--- src/hdl/assert_macros.svh ---
// ----------------------------------------------------------------------------
// assertion macros
// clocked concurrent assertions with active-low reset disable
// ----------------------------------------------------------------------------
`ifndef ASSERT_MACROS_SVH
`define ASSERT_MACROS_SVH

// property must hold at every clock edge out of reset
`define RMV_ASSERT(lbl, clk, rst_n, prop, msg) \
    lbl: assert property (@(posedge clk) disable iff (!rst_n) (prop)) else $error(msg);

// expression must never be true out of reset
`define RMV_NEVER(lbl, clk, rst_n, expr, msg) \
    lbl: assert property (@(posedge clk) disable iff (!rst_n) !(expr)) else $error(msg);

`endif

--- src/hdl/rmv_pkg.sv ---
// ----------------------------------------------------------------------------
// rmv_pkg
// widths, transfer payload types, controller states and serial unit
// request and response structs for the running mean and variance block
// ----------------------------------------------------------------------------
package rmv_pkg;

    localparam int TOTAL_W  = 32;
    localparam int SAMPLE_W = 24;
    localparam int COUNT_W  = 32;
    localparam int SUM_W    = 64;

    localparam int MUL_A_W   = 48;
    localparam int MUL_B_W   = 32;
    localparam int PROD_W    = MUL_A_W + MUL_B_W;
    localparam int MUL_CNT_W = $clog2(MUL_B_W);

    localparam int DIV_N_W = 64;
    localparam int DIV_D_W = 32;
    localparam int STEP_W  = $clog2(DIV_N_W) + 1;

    localparam logic [STEP_W-1:0] QUOT_STEPS = STEP_W'(SAMPLE_W);
    localparam logic [STEP_W-1:0] VAR_STEPS  = STEP_W'(SUM_W);

    typedef struct packed {
        logic [TOTAL_W-1:0]  event_total;
        logic [SAMPLE_W-1:0] sample;
    } t_in_item;

    typedef struct packed {
        logic [SAMPLE_W-1:0] sample_out;
        logic [COUNT_W-1:0]  count;
        logic [SAMPLE_W-1:0] mean;
        logic [SUM_W-1:0]    variance;
    } t_out_item;

    typedef enum logic [3:0] {
        ST_IDLE,
        ST_INC,
        ST_TEST,
        ST_SQ_WAIT,
        ST_SCALE,
        ST_SCALE_WAIT,
        ST_QUOT_WAIT,
        ST_PROD,
        ST_PROD_WAIT,
        ST_VAR,
        ST_VAR_WAIT,
        ST_EMIT
    } t_state;

    typedef struct packed {
        logic               start;
        logic [MUL_A_W-1:0] a;
        logic [MUL_B_W-1:0] b;
    } t_mul_req;

    typedef struct packed {
        logic              busy;
        logic              done;
        logic [PROD_W-1:0] product;
    } t_mul_rsp;

    typedef struct packed {
        logic               start;
        logic [STEP_W-1:0]  steps;
        logic [DIV_N_W-1:0] dividend;
        logic [DIV_D_W-1:0] divisor;
    } t_div_req;

    typedef struct packed {
        logic               busy;
        logic               done;
        logic [DIV_N_W-1:0] quotient;
    } t_div_rsp;

endpackage

--- src/hdl/running_mean_variance.sv ---
// ----------------------------------------------------------------------------
// running_mean_variance
// running mean and population variance of an energy sample, in fixed point
// ----------------------------------------------------------------------------
// Takes one input transfer at a time. A transfer whose event total has not
// grown past the last one seen is taken and gives no result. Otherwise one
// update per new event is applied with the same sample and a single result
// follows. Each update that still moves the mean runs a 24-bit quotient, then
// a 32-step product; the first update that leaves the mean where it is folds
// itself and all the rest into one square and one scale. The 64-bit variance
// division, the output load and the return to idle follow, and a finished
// result waits for the output register to free. The time is set by the
// 32-step serial multiplier and by the serial divider, which makes one
// quotient bit a cycle. The next input transfer is taken while a result
// still waits at the output register.
// ----------------------------------------------------------------------------
`include "assert_macros.svh"

module running_mean_variance (
    input  logic               i_clk,
    input  logic               i_rst_n,
    input  logic               i_in_valid,
    input  rmv_pkg::t_in_item  i_in_data,
    output logic               o_in_stall,
    output logic               o_out_valid,
    output rmv_pkg::t_out_item o_out_data,
    input  logic               i_out_stall
);

    rmv_pkg::t_state r_state;
    rmv_pkg::t_state n_state;

    logic [rmv_pkg::TOTAL_W-1:0]  r_last;
    logic [rmv_pkg::COUNT_W-1:0]  r_cnt;
    logic [rmv_pkg::SAMPLE_W-1:0] r_mean;
    logic [rmv_pkg::SUM_W-1:0]    r_ssum;

    logic [rmv_pkg::SAMPLE_W-1:0]   r_x;
    logic [rmv_pkg::TOTAL_W-1:0]    r_left;
    logic                           r_neg;
    logic [rmv_pkg::SAMPLE_W-1:0]   r_ad;
    logic [rmv_pkg::SAMPLE_W-1:0]   r_dif;
    logic [2*rmv_pkg::SAMPLE_W-1:0] r_sq;

    logic               r_out_valid;
    rmv_pkg::t_out_item r_out;

    rmv_pkg::t_mul_req w_mul_req;
    rmv_pkg::t_mul_rsp w_mul_rsp;
    rmv_pkg::t_div_req w_div_req;
    rmv_pkg::t_div_rsp w_div_rsp;

    logic                           w_in_xfer;
    logic                           w_grown;
    logic                           w_neg;
    logic [rmv_pkg::SAMPLE_W-1:0]   w_ad;
    logic                           w_settle;
    logic [rmv_pkg::COUNT_W:0]      w_cnt_bulk;
    logic [rmv_pkg::COUNT_W-1:0]    w_cnt_sat;
    logic [rmv_pkg::SAMPLE_W-1:0]   w_q;
    logic [rmv_pkg::PROD_W:0]       w_acc_sum;
    logic [rmv_pkg::SUM_W-1:0]      w_acc_sat;
    logic                           w_out_free;

    rmv_mul u_mul (
        .i_clk   (i_clk),
        .i_rst_n (i_rst_n),
        .i_req   (w_mul_req),
        .o_rsp   (w_mul_rsp)
    );

    rmv_div u_div (
        .i_clk   (i_clk),
        .i_rst_n (i_rst_n),
        .i_req   (w_div_req),
        .o_rsp   (w_div_rsp)
    );

    always_comb begin
        w_in_xfer  = i_in_valid && !o_in_stall;
        w_grown    = i_in_data.event_total > r_last;
        w_neg      = r_x < r_mean;
        w_ad       = w_neg ? (r_mean - r_x) : (r_x - r_mean);
        w_settle   = {{(rmv_pkg::COUNT_W-rmv_pkg::SAMPLE_W){1'b0}}, r_ad} < r_cnt;
        w_cnt_bulk = {1'b0, r_cnt} + {1'b0, r_left} - (rmv_pkg::COUNT_W+1)'(1);
        w_cnt_sat  = w_cnt_bulk[rmv_pkg::COUNT_W] ? '1 : w_cnt_bulk[rmv_pkg::COUNT_W-1:0];
        w_q        = w_div_rsp.quotient[rmv_pkg::SAMPLE_W-1:0];
        w_acc_sum  = {{(rmv_pkg::PROD_W-rmv_pkg::SUM_W+1){1'b0}}, r_ssum}
                   + {1'b0, w_mul_rsp.product};
        w_acc_sat  = (|w_acc_sum[rmv_pkg::PROD_W:rmv_pkg::SUM_W]) ? '1
                   : w_acc_sum[rmv_pkg::SUM_W-1:0];
        w_out_free = !r_out_valid || !i_out_stall;
    end

    // next state
    always_comb begin
        n_state = r_state;
        unique case (r_state)
            rmv_pkg::ST_IDLE: begin
                if (w_in_xfer && w_grown) n_state = rmv_pkg::ST_INC;
            end
            rmv_pkg::ST_INC: n_state = rmv_pkg::ST_TEST;
            rmv_pkg::ST_TEST: begin
                n_state = w_settle ? rmv_pkg::ST_SQ_WAIT : rmv_pkg::ST_QUOT_WAIT;
            end
            rmv_pkg::ST_SQ_WAIT: begin
                if (w_mul_rsp.done) n_state = rmv_pkg::ST_SCALE;
            end
            rmv_pkg::ST_SCALE: n_state = rmv_pkg::ST_SCALE_WAIT;
            rmv_pkg::ST_SCALE_WAIT: begin
                if (w_mul_rsp.done) n_state = rmv_pkg::ST_VAR;
            end
            rmv_pkg::ST_QUOT_WAIT: begin
                if (w_div_rsp.done) n_state = rmv_pkg::ST_PROD;
            end
            rmv_pkg::ST_PROD: n_state = rmv_pkg::ST_PROD_WAIT;
            rmv_pkg::ST_PROD_WAIT: begin
                if (w_mul_rsp.done) begin
                    n_state = (r_left == rmv_pkg::TOTAL_W'(1)) ? rmv_pkg::ST_VAR
                                                               : rmv_pkg::ST_INC;
                end
            end
            rmv_pkg::ST_VAR: n_state = rmv_pkg::ST_VAR_WAIT;
            rmv_pkg::ST_VAR_WAIT: begin
                if (w_div_rsp.done) n_state = rmv_pkg::ST_EMIT;
            end
            rmv_pkg::ST_EMIT: begin
                if (w_out_free) n_state = rmv_pkg::ST_IDLE;
            end
            default: n_state = rmv_pkg::ST_IDLE;
        endcase
    end

    // unit requests and input stall
    always_comb begin
        w_mul_req.start    = 1'b0;
        w_mul_req.a        = {{(rmv_pkg::MUL_A_W-rmv_pkg::SAMPLE_W){1'b0}}, r_ad};
        w_mul_req.b        = {{(rmv_pkg::MUL_B_W-rmv_pkg::SAMPLE_W){1'b0}}, r_ad};
        w_div_req.start    = 1'b0;
        w_div_req.steps    = rmv_pkg::QUOT_STEPS;
        w_div_req.dividend = {r_ad, {(rmv_pkg::DIV_N_W-rmv_pkg::SAMPLE_W){1'b0}}};
        w_div_req.divisor  = r_cnt;
        o_in_stall         = r_state != rmv_pkg::ST_IDLE;
        unique case (r_state)
            rmv_pkg::ST_TEST: begin
                if (w_settle) begin
                    w_mul_req.start = 1'b1;
                end else begin
                    w_div_req.start = 1'b1;
                end
            end
            rmv_pkg::ST_SCALE: begin
                w_mul_req.start = 1'b1;
                w_mul_req.a     = r_sq;
                w_mul_req.b     = r_left;
            end
            rmv_pkg::ST_PROD: begin
                w_mul_req.start = 1'b1;
                w_mul_req.b     = {{(rmv_pkg::MUL_B_W-rmv_pkg::SAMPLE_W){1'b0}}, r_dif};
            end
            rmv_pkg::ST_VAR: begin
                w_div_req.start    = 1'b1;
                w_div_req.steps    = rmv_pkg::VAR_STEPS;
                w_div_req.dividend = r_ssum;
            end
            default: begin
                w_mul_req.start = 1'b0;
            end
        endcase
    end

    // control and accumulator state
    always_ff @(posedge i_clk) begin
        if (!i_rst_n) begin
            r_state     <= rmv_pkg::ST_IDLE;
            r_last      <= '0;
            r_cnt       <= '0;
            r_mean      <= '0;
            r_ssum      <= '0;
            r_out_valid <= 1'b0;
        end else begin
            r_state <= n_state;
            if (r_state == rmv_pkg::ST_EMIT && w_out_free) begin
                r_out_valid <= 1'b1;
            end else if (!i_out_stall) begin
                r_out_valid <= 1'b0;
            end
            unique case (r_state)
                rmv_pkg::ST_IDLE: begin
                    if (w_in_xfer && w_grown) r_last <= i_in_data.event_total;
                end
                rmv_pkg::ST_INC: begin
                    if (r_cnt != '1) r_cnt <= r_cnt + rmv_pkg::COUNT_W'(1);
                end
                rmv_pkg::ST_TEST: begin
                    // mean has settled: fold all remaining updates
                    if (w_settle) r_cnt <= w_cnt_sat;
                end
                rmv_pkg::ST_SCALE_WAIT: begin
                    if (w_mul_rsp.done) r_ssum <= w_acc_sat;
                end
                rmv_pkg::ST_QUOT_WAIT: begin
                    if (w_div_rsp.done) r_mean <= r_neg ? (r_mean - w_q) : (r_mean + w_q);
                end
                rmv_pkg::ST_PROD_WAIT: begin
                    if (w_mul_rsp.done) r_ssum <= w_acc_sat;
                end
                default: begin
                    r_last <= r_last;
                end
            endcase
        end
    end

    // working registers and result payload
    always_ff @(posedge i_clk) begin
        unique case (r_state)
            rmv_pkg::ST_IDLE: begin
                if (w_in_xfer && w_grown) begin
                    r_x    <= i_in_data.sample;
                    r_left <= i_in_data.event_total - r_last;
                end
            end
            rmv_pkg::ST_INC: begin
                r_neg <= w_neg;
                r_ad  <= w_ad;
            end
            rmv_pkg::ST_SQ_WAIT: begin
                if (w_mul_rsp.done) r_sq <= w_mul_rsp.product[2*rmv_pkg::SAMPLE_W-1:0];
            end
            rmv_pkg::ST_QUOT_WAIT: begin
                if (w_div_rsp.done) r_dif <= r_ad - w_q;
            end
            rmv_pkg::ST_PROD_WAIT: begin
                if (w_mul_rsp.done && r_left != rmv_pkg::TOTAL_W'(1)) begin
                    r_left <= r_left - rmv_pkg::TOTAL_W'(1);
                end
            end
            rmv_pkg::ST_EMIT: begin
                if (w_out_free) begin
                    r_out.sample_out <= r_x;
                    r_out.count      <= r_cnt;
                    r_out.mean       <= r_mean;
                    r_out.variance   <= w_div_rsp.quotient;
                end
            end
            default: begin
                r_x <= r_x;
            end
        endcase
    end

    assign o_out_valid = r_out_valid;
    assign o_out_data  = r_out;

    // serial units are used one at a time
    `RMV_NEVER(a_units_excl, i_clk, i_rst_n, w_mul_rsp.busy && w_div_rsp.busy, "mul and div both busy")
    // at least one update outstanding while an item is in work
    `RMV_ASSERT(a_left_nz, i_clk, i_rst_n, (r_state != rmv_pkg::ST_IDLE) |-> (r_left != '0), "no update left in work")
    // the mean step lands where the remaining distance says
    `RMV_ASSERT(a_step_dist, i_clk, i_rst_n, (r_state == rmv_pkg::ST_PROD) |-> (w_ad == r_dif), "mean step off target")

endmodule

--- src/hdl/rmv_mul.sv ---
// ----------------------------------------------------------------------------
// rmv_mul
// bit-serial shift-and-add multiplier, one multiplier bit per cycle
// ----------------------------------------------------------------------------
module rmv_mul (
    input  logic              i_clk,
    input  logic              i_rst_n,
    input  rmv_pkg::t_mul_req i_req,
    output rmv_pkg::t_mul_rsp o_rsp
);

    localparam logic [rmv_pkg::MUL_CNT_W-1:0] LAST_STEP =
        rmv_pkg::MUL_CNT_W'(rmv_pkg::MUL_B_W - 1);

    logic [rmv_pkg::MUL_A_W-1:0]   r_a;
    logic [rmv_pkg::MUL_A_W-1:0]   r_hi;
    logic [rmv_pkg::MUL_A_W-1:0]   n_hi;
    logic [rmv_pkg::MUL_B_W-1:0]   r_lo;
    logic [rmv_pkg::MUL_B_W-1:0]   n_lo;
    logic [rmv_pkg::MUL_CNT_W-1:0] r_cnt;
    logic                          r_busy;
    logic                          r_done;
    logic [rmv_pkg::MUL_A_W:0]     w_sum;

    always_comb begin
        w_sum = {1'b0, r_hi} + (r_lo[0] ? {1'b0, r_a} : '0);
        n_hi  = w_sum[rmv_pkg::MUL_A_W:1];
        n_lo  = {w_sum[0], r_lo[rmv_pkg::MUL_B_W-1:1]};
    end

    always_ff @(posedge i_clk) begin
        if (!i_rst_n) begin
            r_busy <= 1'b0;
            r_done <= 1'b0;
            r_cnt  <= '0;
        end else begin
            r_done <= 1'b0;
            if (i_req.start) begin
                r_busy <= 1'b1;
                r_cnt  <= '0;
            end else if (r_busy) begin
                r_cnt <= r_cnt + rmv_pkg::MUL_CNT_W'(1);
                if (r_cnt == LAST_STEP) begin
                    r_busy <= 1'b0;
                    r_done <= 1'b1;
                end
            end
        end
    end

    always_ff @(posedge i_clk) begin
        if (i_req.start) begin
            r_a  <= i_req.a;
            r_hi <= '0;
            r_lo <= i_req.b;
        end else if (r_busy) begin
            r_hi <= n_hi;
            r_lo <= n_lo;
        end
    end

    assign o_rsp.busy    = r_busy;
    assign o_rsp.done    = r_done;
    assign o_rsp.product = {r_hi, r_lo};

endmodule

--- src/hdl/rmv_div.sv ---
// ----------------------------------------------------------------------------
// rmv_div
// bit-serial restoring divider, one quotient bit per cycle, run length
// set per request
// ----------------------------------------------------------------------------
module rmv_div (
    input  logic              i_clk,
    input  logic              i_rst_n,
    input  rmv_pkg::t_div_req i_req,
    output rmv_pkg::t_div_rsp o_rsp
);

    logic [rmv_pkg::DIV_N_W-1:0] r_dvd;
    logic [rmv_pkg::DIV_N_W-1:0] n_dvd;
    logic [rmv_pkg::DIV_D_W-1:0] r_rem;
    logic [rmv_pkg::DIV_D_W-1:0] n_rem;
    logic [rmv_pkg::DIV_D_W-1:0] r_dsr;
    logic [rmv_pkg::STEP_W-1:0]  r_steps;
    logic [rmv_pkg::STEP_W-1:0]  r_cnt;
    logic                        r_busy;
    logic                        r_done;
    logic [rmv_pkg::DIV_D_W:0]   w_rem_sh;
    logic [rmv_pkg::DIV_D_W:0]   w_diff;
    logic                        w_ge;

    always_comb begin
        w_rem_sh = {r_rem, r_dvd[rmv_pkg::DIV_N_W-1]};
        w_ge     = w_rem_sh >= {1'b0, r_dsr};
        w_diff   = w_rem_sh - {1'b0, r_dsr};
        n_rem    = w_ge ? w_diff[rmv_pkg::DIV_D_W-1:0] : w_rem_sh[rmv_pkg::DIV_D_W-1:0];
        n_dvd    = {r_dvd[rmv_pkg::DIV_N_W-2:0], w_ge};
    end

    always_ff @(posedge i_clk) begin
        if (!i_rst_n) begin
            r_busy <= 1'b0;
            r_done <= 1'b0;
            r_cnt  <= '0;
        end else begin
            r_done <= 1'b0;
            if (i_req.start) begin
                r_busy <= 1'b1;
                r_cnt  <= '0;
            end else if (r_busy) begin
                r_cnt <= r_cnt + rmv_pkg::STEP_W'(1);
                if (r_cnt + rmv_pkg::STEP_W'(1) == r_steps) begin
                    r_busy <= 1'b0;
                    r_done <= 1'b1;
                end
            end
        end
    end

    always_ff @(posedge i_clk) begin
        if (i_req.start) begin
            r_dvd   <= i_req.dividend;
            r_dsr   <= i_req.divisor;
            r_steps <= i_req.steps;
            r_rem   <= '0;
        end else if (r_busy) begin
            r_dvd <= n_dvd;
            r_rem <= n_rem;
        end
    end

    assign o_rsp.busy     = r_busy;
    assign o_rsp.done     = r_done;
    assign o_rsp.quotient = r_dvd;

endmodule
--- config.mk ---
export PLATFORM = sky130hd
export DESIGN_NAME = running_mean_variance
export DESIGN_NICKNAME = d
export VERILOG_FILES = /design/src/hdl/rmv_pkg.sv /design/src/hdl/running_mean_variance.sv /design/src/hdl/rmv_mul.sv /design/src/hdl/rmv_div.sv
export VERILOG_INCLUDE_DIRS = /design/src /design/src/hdl
export SDC_FILE = /design/constraint.sdc
export NUM_CORES = 2
export LEC_CHECK = 0
export BUFFER_PORTS_ARGS = -buffer_cell sky130_fd_sc_hd__buf_4
export CAP_MARGIN = 10
export CORE_UTILIZATION = 50
export CTS_BUF_LIST = sky130_fd_sc_hd__clkbuf_4 sky130_fd_sc_hd__clkbuf_8
export CTS_CLUSTER_SIZE = 16
export DETAILED_ROUTE_END_ITERATION = 16
export PLACE_DENSITY = 0.7
export SYNTH_ARGS = -nofsm -noshare
export SYNTH_HDL_FRONTEND = slang
export SYNTH_SLANG_ARGS = --single-unit
--- constraint.sdc ---
create_clock -name i_clk -period 14.8 [get_ports i_clk]
set_clock_uncertainty 0.05 [all_clocks]
set_input_delay 0.74 -clock i_clk [delete_from_list [all_inputs] [get_ports i_clk]]
set_output_delay 0.74 -clock i_clk [all_outputs]
set_load 0.03 [all_outputs]
# [Word level (Yosys, flattened, before mapping)]
# Cells that the tools add are included.
[totals] ff_bits=733 out_inout_bits=146 wordCells=151
[op_classes] addsub=15 magnitude_cmp=4 eq_ne=27 muxes=43 n_bitwise=3 n_reduce_logical=29
[op_table] operator="$mux W32" n=8
[op_table] operator="$mux W64" n=3
[op_table] operator="$pmux W32 S2" n=3
[op_table] operator="$sub A24 B24 Y24" n=4
[op_table] operator="$add A64 B80 Y81" n=1
[op_table] operator="$mux W24" n=3
[op_table] operator="$mux W71" n=1
[op_table] operator="$sub A32 B32 Y32" n=2
[op_table] operator="$add A48 B49 Y49" n=1
[op_table] operator="$mux W48" n=1
[op_table] operator="$pmux W4 S12" n=1
[op_table] operator="$add A32 B32 Y33" n=1
[op_table] operator="$ge A33 B32 Y1" n=1
[op_table] operator="$sub A33 B1 Y33 const B" n=1
[op_table] operator="$add A32 B1 Y32 const B" n=1
[op_table] operator="$eq A32 B1 Y1 const B" n=1
[op_table] operator="$gt A32 B32 Y1" n=1
[op_table] operator="$lt A24 B32 Y1" n=1
[op_table] operator="$mux W4" n=8
[op_table] operator="$ne A32 B1 Y1 const B" n=1
[op_table] operator="$ne A32 B32 Y1 const B" n=1
[op_table] operator="$sub A32 B1 Y32 const B" n=1
[op_table] operator="$add A24 B24 Y24" n=1
[op_table] operator="$lt A24 B24 Y1" n=1
[op_table] operator="26 further kinds" n=73

# [Logic depth before layout (Yosys ltp)]
[logic_depth] depth_word=6 ltp_mapped=19

# [By module]
# From an unflattened synthesis, not the netlist that was laid out.
[hier_totals] hier_cells=5232 hier_area_um2=48337.6
[by_module_without_submodules] mod="running_mean_variance" instances=1 cells_per_inst=3739 area_per_inst_um2=32665.1 seq_area_each_um2=12061.6
[by_module_without_submodules] mod="rmv_mul" instances=1 cells_per_inst=812 area_per_inst_um2=8027.7 seq_area_each_um2=3503.4
[by_module_without_submodules] mod="rmv_div" instances=1 cells_per_inst=681 area_per_inst_um2=7644.8 seq_area_each_um2=3913.8

# [Worst setup path before layout]
# No wires, ideal clock.
[synth_timing] path_type="register to register" start="register r_state[1]" end="register r_out (netlist bit o_out_data[0]), enable pin" setup_time_ns=0.695 t_arrival_ns=7.876 required_time_ns=14.055 slack_ns=6.179 stages_incl_launch_ff=5 n_path_buf=2 cell_sequence="dfxtp_1 > clkbuf_1 > clkbuf_1 > nand3_1 > a21oi_1"
[synth_between] elab_chain_cells=2
[synth_rtl] element="start, declared" line_no="running_mean_variance.sv:30" text="rmv_pkg::t_state r_state;"
[synth_rtl] element="start signal, assigned" line_no="running_mean_variance.sv:175" text="r_state <= rmv_pkg::ST_IDLE;"
[synth_rtl] element="start signal, assigned" line_no="running_mean_variance.sv:182" text="r_state <= n_state;"
[synth_rtl] element="$eq A4 B4 Y1" line_no="running_mean_variance.sv:217" text="unique case (r_state)"
[synth_rtl] element="$reduce_and A2 Y1 (no line)"
[synth_rtl] element="end, declared" line_no="running_mean_variance.sv:46" text="rmv_pkg::t_out_item r_out;"
# Every way passes these cells.
# A chain may end at the register's enable or synchronous reset.

# [Final worst setup path]
[layout_timing] start="register u_mul.r_lo[0] (netlist bit)" end="register r_ssum[1] (netlist bit)"
[layout_between] elab_chain_cells=3
[layout_rtl] element="start, declared" line_no="rmv_mul.sv:18" text="logic [rmv_pkg::MUL_B_W-1:0] r_lo;"
[layout_rtl] element="start signal, assigned" line_no="rmv_mul.sv:55" text="r_lo <= i_req.b;"
[layout_rtl] element="start signal, assigned" line_no="rmv_mul.sv:58" text="r_lo <= n_lo;"
[layout_rtl] element="$add A64 B80 Y81 (*)" line_no="running_mean_variance.sv:89" text="+ {1'b0, w_mul_rsp.product};"
[layout_rtl] element="$reduce_or A17 Y1" line_no="running_mean_variance.sv:90" text="w_acc_sat = (|w_acc_sum[rmv_pkg::PROD_W:rmv_pkg::SUM_W]) ? '1"
[layout_rtl] element="$mux W64 (*)" line_no="running_mean_variance.sv:90"
[layout_rtl] element="end signal, assigned" line_no="running_mean_variance.sv:200" text="if (w_mul_rsp.done) r_ssum <= w_acc_sat;"
[layout_rtl] element="end signal, assigned" line_no="running_mean_variance.sv:206" text="if (w_mul_rsp.done) r_ssum <= w_acc_sat;"
[layout_rtl] element="end, declared" line_no="running_mean_variance.sv:36" text="logic [rmv_pkg::SUM_W-1:0] r_ssum;"
# Every way passes the cells marked *; elsewhere a longest branch is shown, timed or not.

==> impl_metrics.env <==
export IMPL_cts_tree="done"
export IMPL_netlist_instances=4870
export IMPL_use_met2_pct=44.9
export IMPL_synth_cell_types=94
export IMPL_yosys_area_share_simple_pct=13.9
export IMPL_grt_ovfl_total=0
export IMPL_ir_drop_uv=108
export IMPL_start_util_pct=50.4
export IMPL_syn_to_final_growth_pct=12.0
export IMPL_rsz0062_at_grt="no"
export IMPL_final_cells=6343
export IMPL_critical_path_class="reg2reg"
export IMPL_placedCellCount=6078
export IMPL_synthXorXnorAreaFrac_pct=5.47
export IMPL_netlist_area_mm2=0.0461
export IMPL_reg2reg_to="r_ssum[1]"
export IMPL_arrival_ns=6.58
export IMPL_min_from="i_in_data[20]"
export IMPL_drtIter0Drc=3293
export IMPL_r2r_cells=16
export IMPL_relSlewSlack_pct=21.0
export IMPL_synth_top_family_by_area="compound AO/OA/AOI/OAI gates"
export IMPL_synth_edff_count=475
export IMPL_ant_nets=0
export IMPL_dr_pass1_iters=8
export IMPL_clk_path_buf_depth=3
export IMPL_synth_most_common_cell="edfxtp_1"
export IMPL_use_met1_pct=38.6
export IMPL_grt_pass1_vias=35600
export IMPL_busiest_layer="met2"
export IMPL_cts_buffers=133
export IMPL_route_detailed_drc=0
export IMPL_core_area_mm2=0.0915
export IMPL_yosys_top_cells_count="edfxtp_1 (475), o21ai_0 (365), nand2_1 (364)"
export IMPL_start_kind="flip-flop"
export IMPL_endpoint_kind="flip-flop"
export IMPL_power_leakage_uw=0.0203
export IMPL_gp_congestion=0.989
export IMPL_async_flop_share_pct=0
export IMPL_cap_violations=0
export IMPL_synth_mux_area_share_pct=3.99
export IMPL_clkSinkCount=728
export IMPL_die_w_um=306
export IMPL_grt_max_degree=88
export IMPL_ys_top_cells_by_area="edfxtp_1 (31%), dfxtp_1 (11%), ha_1 (9.8%), o21ai_0 (4.0%), a21oi_1 (3.8%)"
export IMPL_clk_pin_slew_ns=0.06
export IMPL_synth_compound_area_share_pct=19.7
export IMPL_ios=206
export IMPL_wire_per_inst_um=21.3
export IMPL_grt_pass1_wl_mm=207
export IMPL_port_buffers=205
export IMPL_grt_usage_pct=28.4
export IMPL_nets=5475
export IMPL_postCtsSetupBuffers=0
export IMPL_outcome="finished, final reports clean"
export IMPL_use_met3_pct=4.31
export IMPL_antenna_found_initial=3
export IMPL_setup_viol=0
export IMPL_wirelength_mm=135
export IMPL_avgViaCountPerCell=5.92
export IMPL_drive_gt1_share_pct=12.0
export IMPL_dp_hpwl_mm=101
export IMPL_drv_slew=0
export IMPL_placementRows=111
export IMPL_num_vias=37600
export IMPL_synth_top_area_cell="edfxtp_1"
export IMPL_synthFlopType="edfxtp_1"
export IMPL_period_share_pct=40.1
export IMPL_syn_area_per_cell_um2=9.47
export IMPL_tns_ns=0
export IMPL_hold_buffers=17
export IMPL_ctsResizeCount=0
export IMPL_ys_ff_latch=728
export IMPL_synth_top_cell_area_share_pct=30.9
export IMPL_r2r_setup_slack_ns=8.87
export IMPL_nFillCells=7995
export IMPL_critPathMaxFanout=50
export IMPL_synth_fa_ha_area_share_pct=10.2
export IMPL_reg2reg_from="u_mul.r_lo[0]"
export IMPL_clkLatencyLatePin_ns=0.85
export IMPL_min_to="r_x[20]"
export IMPL_hold_depth=1
export IMPL_finalHoldViolations=0
export IMPL_cts_root_buf="clkbuf_8"
export IMPL_ys_seq_area_share_pct=41.9
export IMPL_yosys_warnings=0
export IMPL_die_area_mm2=0.0935
export IMPL_cp_required_ns=15.45
export IMPL_syn_nets=5301
export IMPL_powerDensity_mw_per_mm2=179
export IMPL_tightest_slew_ns=1.19
export IMPL_fin_crit_ns=5.93
export IMPL_die_y_um=306
export IMPL_htreeDepth=4
export IMPL_max_freq_ghz=0.169
export IMPL_min_path_type="in2reg"
## power breakdown
| group | internal [uW] | switching (uW) | total (uW) |
|---|---|---|---|
| combinational | 1570 | 2350 | 3930 |
| sequential | 2740 | 494 | 3230 |
| clock | 1160 | 913 | 2070 |
| total | 5470 | 3760 | 9230 |
## cells by family (layout without fill, tap and decap cells)
group,Yosys count,in the layout
and+or+nand+nor,1317,1317
other,0,2
DFF,728,728
xor gates and xnor gates,288,288
adders and majority gates,371,371
buffers and inverters,575,860
AOI/OAI and AO/OA,1411,1411
muxes,180,180
## worst max-delay path, cell delays in order, from the launching register on
cell and delay [ns]:
edfxtp_1 0.38, buf_4 0.27, ha_1 0.31, a211oi_1 0.34, o211ai_1 0.19, a211oi_1 0.69, nor2_1 0.28, a41oi_1 0.60
o31ai_1 0.27, a221oi_1 0.29, and4_1 0.23, o2111a_1 0.18, nand4_1 0.15, nor4_4 0.23, buf_4 0.34, buf_4 0.72
a21oi_1 0.17
## cells in the final DEF, fill, tap and decap left out, types with 19 or more instances in the layout
cell type / n
dfxtp_1: 251
nor2b_1: 49
xnor2_1: 191
mux2i_1: 150
o21ai_0: 365
mux2_2: 30
a21oi_1: 346
nand2b_1: 46
a21oi_2: 61
o21bai_1: 42
ha_1: 362
xor2_1: 97
or3_1: 24
a21o_1: 146
nand2_1: 364
nor2_1: 340
a21boi_0: 31
nor3_1: 75
nand4_1: 84
clkbuf_8: 152
o21a_1: 51
and2_1: 103
and3_1: 36
a211oi_1: 61
o211ai_1: 29
edfxtp_1: 475
nand3_1: 76
clkinv_1: 22
nor4_1: 21
o31ai_1: 46
buf_4: 240
a31oi_1: 41
clkinv_2: 19
clkbuf_4: 33
inv_1: 351
a22oi_1: 27
or2_2: 20
## layer usage
metal	wire (um)	vias to the layer above	share of wire, %
met5	27	-	0.020
met4	5540	4	4.1
met3	9530	293	7.1
met2	60600	1469	45
met1	59400	17700	44
li1	-	18100	-
## state kept, by name, summed over array words and instances, names as in the netlist, 2 cells and up
| name | count |
|---|---|
| o_out_data | 144 |
| r_ad | 24 |
| r_cnt | 32 |
| r_dif | 24 |
| r_last | 32 |
| r_left | 32 |
| r_mean | 24 |
| r_sq | 48 |
| r_ssum | 64 |
| r_state | 4 |
| r_x | 24 |
| u_div.r_cnt | 7 |
| u_div.r_dsr | 32 |
| u_div.r_dvd | 64 |
| u_div.r_rem | 32 |
| u_div.r_steps | 2 |
| u_mul.r_a | 48 |
| u_mul.r_cnt | 5 |
| u_mul.r_hi | 48 |
| u_mul.r_lo | 32 |
## how the worst max path moves through the flow
stage / from / to / depth (start not counted)
2_1_floorplan: r_state[1] / o_out_data[0] / 4
3_3_place_gp: u_mul.r_lo[0] / r_ssum[0] / 16
3_5_place_dp: u_mul.r_lo[0] / r_ssum[0] / 16
4_1_cts: u_mul.r_lo[0] / r_ssum[1] / 16
5_1_grt: u_mul.r_lo[0] / r_ssum[1] / 16
6_report: u_mul.r_lo[0] / r_ssum[1] / 16
## stage by stage
stage | worst slack (ns) | instance area, um2 | total power (uW) | hold WS [ns] | utilization [%]
CTS | 8.90 | 51700 | 9210 | 0.000476 | 56.5
global route | 8.48 | 51700 | 9780 | 0.0405 | 56.5
detailed placement | 8.94 | 48600 | 7110 | 0.390 | 53.1
finish | 8.87 | 51700 | 9230 | 0.0618 | 56.5
global placement | 8.99 | 48600 | 7040 | 0.386 | 53.1
floorplan | 6.18 | 46100 | 5990 | 0.376 | -
## area by class of cell
| cell class | count | area [um2] | area share, % |
|---|---|---|---|
| diodes | 2 | 5.00 | 0.00968 |
| clock buffers | 185 | 2340 | 4.53 |
| clock inverters | 61 | 527 | 1.02 |
| inverters | 356 | 1340 | 2.59 |
| multi-input cells | 3567 | 24700 | 47.7 |
| flip-flops and latches | 728 | 19300 | 37.4 |
| well taps | 1186 | 1480 | 2.87 |
| repair buffers | 258 | 1990 | 3.85 |
(Power assumes the default switching activity.)
